==> src/rtl/core/ioc_pkg.sv <==
// Package for the in-order completion ring: kind codes, operation classes,
// the item struct passed from the front queue to the back engine, and the result struct.
// No dependencies.
`default_nettype none

package ioc_pkg;

  // Kind codes on the command port.
  localparam logic [1:0] KIND_ADD     = 2'd0;
  localparam logic [1:0] KIND_RELEASE = 2'd1;
  localparam logic [1:0] KIND_CONSUME = 2'd2;
  localparam logic [1:0] KIND_NOP     = 2'd3;

  localparam int unsigned PTR_W   = 63;
  localparam int unsigned SLOT_W  = 8;
  localparam int unsigned COUNT_W = 9;

  // Operation class decided by the front end.
  typedef enum logic [1:0] {
    OP_NOP,
    OP_ADD,
    OP_RELEASE,
    OP_CONSUME
  } ioc_op_e;

  // Back engine states.
  typedef enum logic {
    BK_IDLE,
    BK_WALK
  } ioc_back_state_e;

  // One queued item.
  typedef struct packed {
    ioc_op_e            op;
    logic [PTR_W-1:0]   end_pointer;
    logic [SLOT_W-1:0]  slot;
  } ioc_cmd_t;

  // One result item.
  typedef struct packed {
    logic               status;
    logic [SLOT_W-1:0]  slot_index;
    logic               retired_any;
    logic [PTR_W-1:0]   max_pointer;
    logic [COUNT_W-1:0] retired_count;
  } ioc_result_t;

endpackage

`default_nettype wire

==> src/rtl/core/ioc_front.sv <==
// Front end: accepts items, classifies them and holds them in a two-entry
// queue for the back engine. Depends on ioc_pkg.
`default_nettype none

module ioc_front #(
  parameter int unsigned DEPTH = 256
) (
  input  logic                         clk_i,
  input  logic                         rst_ni,
  input  logic                         start,
  output logic                         busy,
  input  logic [1:0]                   kind_i,
  input  logic [ioc_pkg::PTR_W-1:0]    end_pointer_i,
  input  logic [ioc_pkg::SLOT_W-1:0]   slot_i,
  output logic                         cmd_valid_o,
  output ioc_pkg::ioc_cmd_t            cmd_o,
  input  logic                         cmd_pop_i
);

  ioc_pkg::ioc_cmd_t cmd_in;
  ioc_pkg::ioc_cmd_t q_mem_q [2];
  logic              wr_ptr_q, rd_ptr_q;
  logic [1:0]        fill_q;
  logic [31:0]       slot_w;
  logic              push;

  assign slot_w = 32'(slot_i);

  // Classify the incoming item; a release beyond the ring does nothing.
  always_comb begin
    cmd_in.end_pointer = end_pointer_i;
    cmd_in.slot        = slot_i;
    unique case (kind_i)
      ioc_pkg::KIND_ADD:     cmd_in.op = ioc_pkg::OP_ADD;
      ioc_pkg::KIND_RELEASE: cmd_in.op = (slot_w < 32'(DEPTH)) ? ioc_pkg::OP_RELEASE
                                                                : ioc_pkg::OP_NOP;
      ioc_pkg::KIND_CONSUME: cmd_in.op = ioc_pkg::OP_CONSUME;
      default:               cmd_in.op = ioc_pkg::OP_NOP;
    endcase
  end

  assign busy        = (fill_q == 2'd2);
  assign push        = start && !busy;
  assign cmd_valid_o = (fill_q != 2'd0);
  assign cmd_o       = q_mem_q[rd_ptr_q];

  // Queue storage.
  always_ff @(posedge clk_i) begin
    if (push) begin
      q_mem_q[wr_ptr_q] <= cmd_in;
    end
  end

  // Queue pointers and fill level.
  always_ff @(posedge clk_i or negedge rst_ni) begin
    if (!rst_ni) begin
      wr_ptr_q <= 1'b0;
      rd_ptr_q <= 1'b0;
      fill_q   <= 2'd0;
    end else begin
      if (push) begin
        wr_ptr_q <= ~wr_ptr_q;
      end
      if (cmd_pop_i) begin
        rd_ptr_q <= ~rd_ptr_q;
      end
      fill_q <= fill_q + 2'(push) - 2'(cmd_pop_i);
    end
  end

endmodule

`default_nettype wire

==> config.mk <==
export PLATFORM = sky130hd
export DESIGN_NAME = ioc_front
export DESIGN_NICKNAME = d
export VERILOG_FILES = /design/src/rtl/core/ioc_pkg.sv /design/src/rtl/core/ioc_front.sv
export SDC_FILE = /design/constraint.sdc
export NUM_CORES = 1
export LEC_CHECK = 0
export BUFFER_PORTS_ARGS = -buffer_cell sky130_fd_sc_hd__buf_4
export CAP_MARGIN = 20
export CORE_MARGIN = 2
export CORE_UTILIZATION = 45
export DETAILED_ROUTE_END_ITERATION = 7
export PLACE_DENSITY = 0.73
export SLEW_MARGIN = 20
export SYNTH_ARGS = -nofsm -noshare
export SYNTH_HDL_FRONTEND = slang
export SYNTH_SLANG_ARGS = --single-unit
==> constraint.sdc <==
create_clock -name clk_i -period 4.2 [get_ports clk_i]
set_input_delay 1.26 -clock clk_i [delete_from_list [all_inputs] [get_ports clk_i]]
set_output_delay 1.26 -clock clk_i [all_outputs]
set_load 0.01 [all_outputs]
Yosys cells after proc, flatten, opt, wreduce, memory -nomap -nowiden
Memories as Yosys holds them, arrays and structs flattened.
Index checks and enable logic that the tools add are counted.
{"block": "word_totals", "ramBits": 146, "wordCells": 20, "mem_count": 1, "latch_bits": 0, "register_bits": 4, "mem_bits_ro": 0}
{"block": "classes", "order_cmp": 1, "addsub": 2, "n_eq_ne": 3, "shift": 0, "mul": 0, "n_reduce_logical": 4, "n_bitwise": 2, "mux": 4, "n_div": 0}
{"memory": "q_mem_q", "words": 2, "word_bits": 73, "read_ports": 1, "rd_ports_with_merged_regs": 0, "write_ports": 1, "line": "ioc_front.sv:21", "rtl": "ioc_pkg::ioc_cmd_t q_mem_q [2];"}
{"operator": "$lt A8 B9 Y1 const B", "count": 1}
{"operator": "$pmux W2 S3", "count": 1}
{"operator": "$eq A2 B2 Y1 const B", "count": 2}
{"operator": "$add A2 B1 Y2", "count": 1}
{"operator": "$eq A2 B1 Y1 const B", "count": 1}
{"operator": "$logic_not A2 Y1", "count": 1}
{"operator": "$mux W1", "count": 2}
{"operator": "$mux W2", "count": 1}
{"operator": "$not A1 Y1", "count": 2}
{"operator": "$reduce_bool A2 Y1", "count": 1}
{"operator": "$sub A2 B1 Y2", "count": 1}
{"operator": "$logic_and A1 B1 Y1", "count": 1}
{"operator": "$logic_not A1 Y1", "count": 1}

Depth between registers and ports, before layout
{"block": "depth", "word_depth": 5, "depth_mapped": 7, "ltp_nobuf": 7}

Worst setup path before layout
Ideal clock, no wire load.
{"block": "synth_path", "kind": "input-to-reg", "startpoint": "in start", "endpoint": "mem q_mem_q[0][0] (netlist bit), enable pin", "path_buffers": 0, "setup_time_ns": 0.505, "path_slack_ns": -0.706, "path_stages": 2, "t_required_ns": 3.695, "arrival_ns": 4.401, "path_cell_list": "nand2_1 nor2_1"}
{"block": "synth_via", "elab_chain_len": 3}
{"element": "start: declaration", "line": "ioc_front.sv:10", "rtl": "input logic start,"}
{"element": "$logic_and A1 B1 Y1", "line": "ioc_front.sv:43", "rtl": "assign push = start && !busy;"}
{"element": "$mux W1", "line": "ioc_front.sv:49", "rtl": "if (push) begin"}
{"element": "$mux W1 (not written as such)", "line": "ioc_front.sv:50", "rtl": "q_mem_q[wr_ptr_q] <= cmd_in;"}
{"element": "end: declaration", "line": "ioc_front.sv:21"}
No other way between the ends.

==> impl_metrics.ini <==
[outcome]
outcome = complete, no violations

[logic_synthesis]
synth.distinct_cells = 15
syn_nets = 330
syn_area_um2 = 5750
synth_top_area_frac = 0.763
yosys.area.top_type = edfxtp_1
synth_seq_cells = 150
postSynthAreaPerCell_um2 = 23.1
yosysWarningCount = 0
synth_area_leaders = edfxtp_1 76%, mux2_4 16%, mux2_2 2.5%
ys_seq_area_frac = 0.780
syn-instance-count = 249

[worst_setup_path]
path_delay_family = flip-flops
cp-start-kind = register
critPathBufInv = 2
crit_required_ns = 2.94
end_kind = primary output
cp.arrival_ns = 2.09
path_class = reg -> out
path_max_fanout = 54
critPathMaxStageDelay_ns = 0.69
cp_cell_sequence = buf_12, mux2_2, buf_4
cp_slowest_cell = dfrtp_4

[routing]
wl_per_cell_um = 16.1
antenna_violating_nets_post_route = 0
drt-initial-drc-count = 157
vias = 2776
drt_wl_total_mm = 9.63
drc = 0
post_drt_via_cell_ratio = 4.63
drtPass1Iterations = 4

[sta]
setup_violations = 0
fin_crit_sh = 0.798
slew_headroom = 0.330
fmax_ghz = 0.298
maxSlewViolCount = 0
worst_pin_slew_ns = 1.00
skew_ns = 0.00725
hold_viol = 0
rsz0062_at_grt = false
final.min_clock_period_ns = 3.35
fin_tns_setup_ns = 0
fin_ws_ns = 0.849

[die]
initial_core_util = 0.457
core_um2 = 12600
io_pins = 152
die-area_um2 = 13700
die_w_um = 117
rows = 41
die_h_um = 117

[min_path]
hold_path_class = reg -> reg

[global_routing]
antenna_found_initial = 1
grt_max_degree = 74
grt-ovfl-total = 0
first_global_vias = 2841
grt_pass1_wl_mm = 14.2
grtUsageTotal = 0.144

[clock_tree]
cts_inserted_buffers = 17
cts_max_level = 4
clock_sinks = 150
cts.hold.buffers_added = 0
cts_resized = 0
cts_buffer_depth = 2
clkTransAtPathRegs_ns = 0.06
postCtsSetupRepairBufs = 0
insertion_delay_ns = 0.41
root_buffer = clkbuf_16
cts_tree = done

[power_and_ir_drop]
vdd_drop_max_uv = 340
p_total_uw = 5390
powerDensity_nw_per_um2 = 705
p_leak_uw = 0.00306

[layout]
area_delta_synth_final_pct = 33.1
drive_above_1_share = 0.611
num-fill-cells = 946
multi_input_area_um2 = 1180
stdcell_area_um2 = 7650
final_cells = 600
nNetsFinal = 495
regArea_um2 = 4490

[place]
post-place-ws_ns = 1.29
gp_congestion = 0.655
post_dp_cell_area_um2 = 7060
dp_cells = 567
dp_hpwl_mm = 6.24
port_buffers = 151

[flow_run]
cap_violations = 0
## kinds of logic (layout without fill, tap and decap cells)
family | count (synthesis) | in the layout | synth area share
muxes | 73 | 73 | 0.182
adders and majority gates | 4 | 4 | 0.00871
buffers and inverters | 12 | 190 | 0.0172
and+or+nand+nor | 6 | 6 | 0.00566
xor gates and xnor gates | 4 | 4 | 0.00610
DFF | 150 | 150 | 0.780
other | 0 | 1 | 0
## registers in the layout (all words and copies together), names as in the netlist
name and cells:
fill_q 2, q_mem_q 146, rd_ptr_q 1, wr_ptr_q 1
## final timing paths
| path | from | slack, ns | depth (start not counted) | end |
|---|---|---|---|---|
| setup / recovery | rd_ptr_q | 0.85 | 3 | cmd_o[62] |
| hold / removal | fill_q[1] | 0.52 | 1 | fill_q[1] |
| setup reg to reg | fill_q[1] | 2.38 | 2 | q_mem_q[1][6] |
| hold reg to reg | fill_q[1] | 0.52 | 1 | fill_q[1] |
| max in group asynchronous | rst_ni | 3.45 | 1 | rd_ptr_q |
| min in group asynchronous | rst_ni | 0.64 | 1 | fill_q[1] |
## final cells by class
type	count	area share
Antenna cell	1	0.000327
Inverter	4	0.00196
Timing Repair Buffer	154	0.153
Clock buffer	21	0.0589
Clock inverter	11	0.0173
Tap cell	172	0.0281
Sequential cell	150	0.587
Multi-Input combinational cell	87	0.154
## power by group
group | switching [uW] | internal [uW] | leakage, uW
registers | 141 | 2060 | 0.00140
logic | 746 | 972 | 0.00137
clock network | 537 | 941 | 0.000290
total | 1420 | 3970 | 0.00306
## layout by cell type (no fill, tap or decap)
cell,netlist,final
buf_4,0,153
edfxtp_1,146,146
mux2_4,60,60
clkbuf_16,0,17
mux2_2,13,13
clkinv_2,0,7
inv_1,4,4
ha_1,4,4
xnor2_1,3,3
bufinv_16,0,3
clkbuf_1,0,3
dfrtp_1,4,3
or2_2,2,2
diode_2,0,1
nand2b_1,1,1
nand2_1,1,1
and3_4,0,1
nor2_4,0,1
xor2_1,1,1
clkbuf_8,0,1
clkinvlp_4,0,1
buf_12,0,1
dfrtp_4,0,1
## metrics by stage
step / util / hold WS [ns]
after CTS: 0.608 / 0.525
after detailed placement: 0.562 / 0.513
after floorplan: - / 0.460
final: 0.609 / 0.516
after global placement: 0.562 / 0.480
after global routing: 0.608 / 0.531
## cells in the mapped netlist
cell type,number
nor2_1,1
buf_6,7
or2_2,2
mux2_4,60
buf_2,1
dfrtp_1,4
xor2_1,1
and3_1,1
nand2b_1,1
xnor2_1,3
edfxtp_1,146
inv_1,4
ha_1,4
mux2_2,13
nand2_1,1
## per-layer routing
metal  global-route usage  vias to the layer above  share of wire
li1                     -                     1307              -
met1                0.165                     1340           0.40
met2                0.235                      109           0.50
met3               0.0602                       20          0.084
met4               0.0706                        0          0.020
met5                    0                        -              0
## worst reg2reg max path, stage by stage (launching register included)
cell and delay (ns):
dfrtp_1 0.40, nand2b_1 0.13, and3_4 0.86
(Power assumes the default switching activity.)
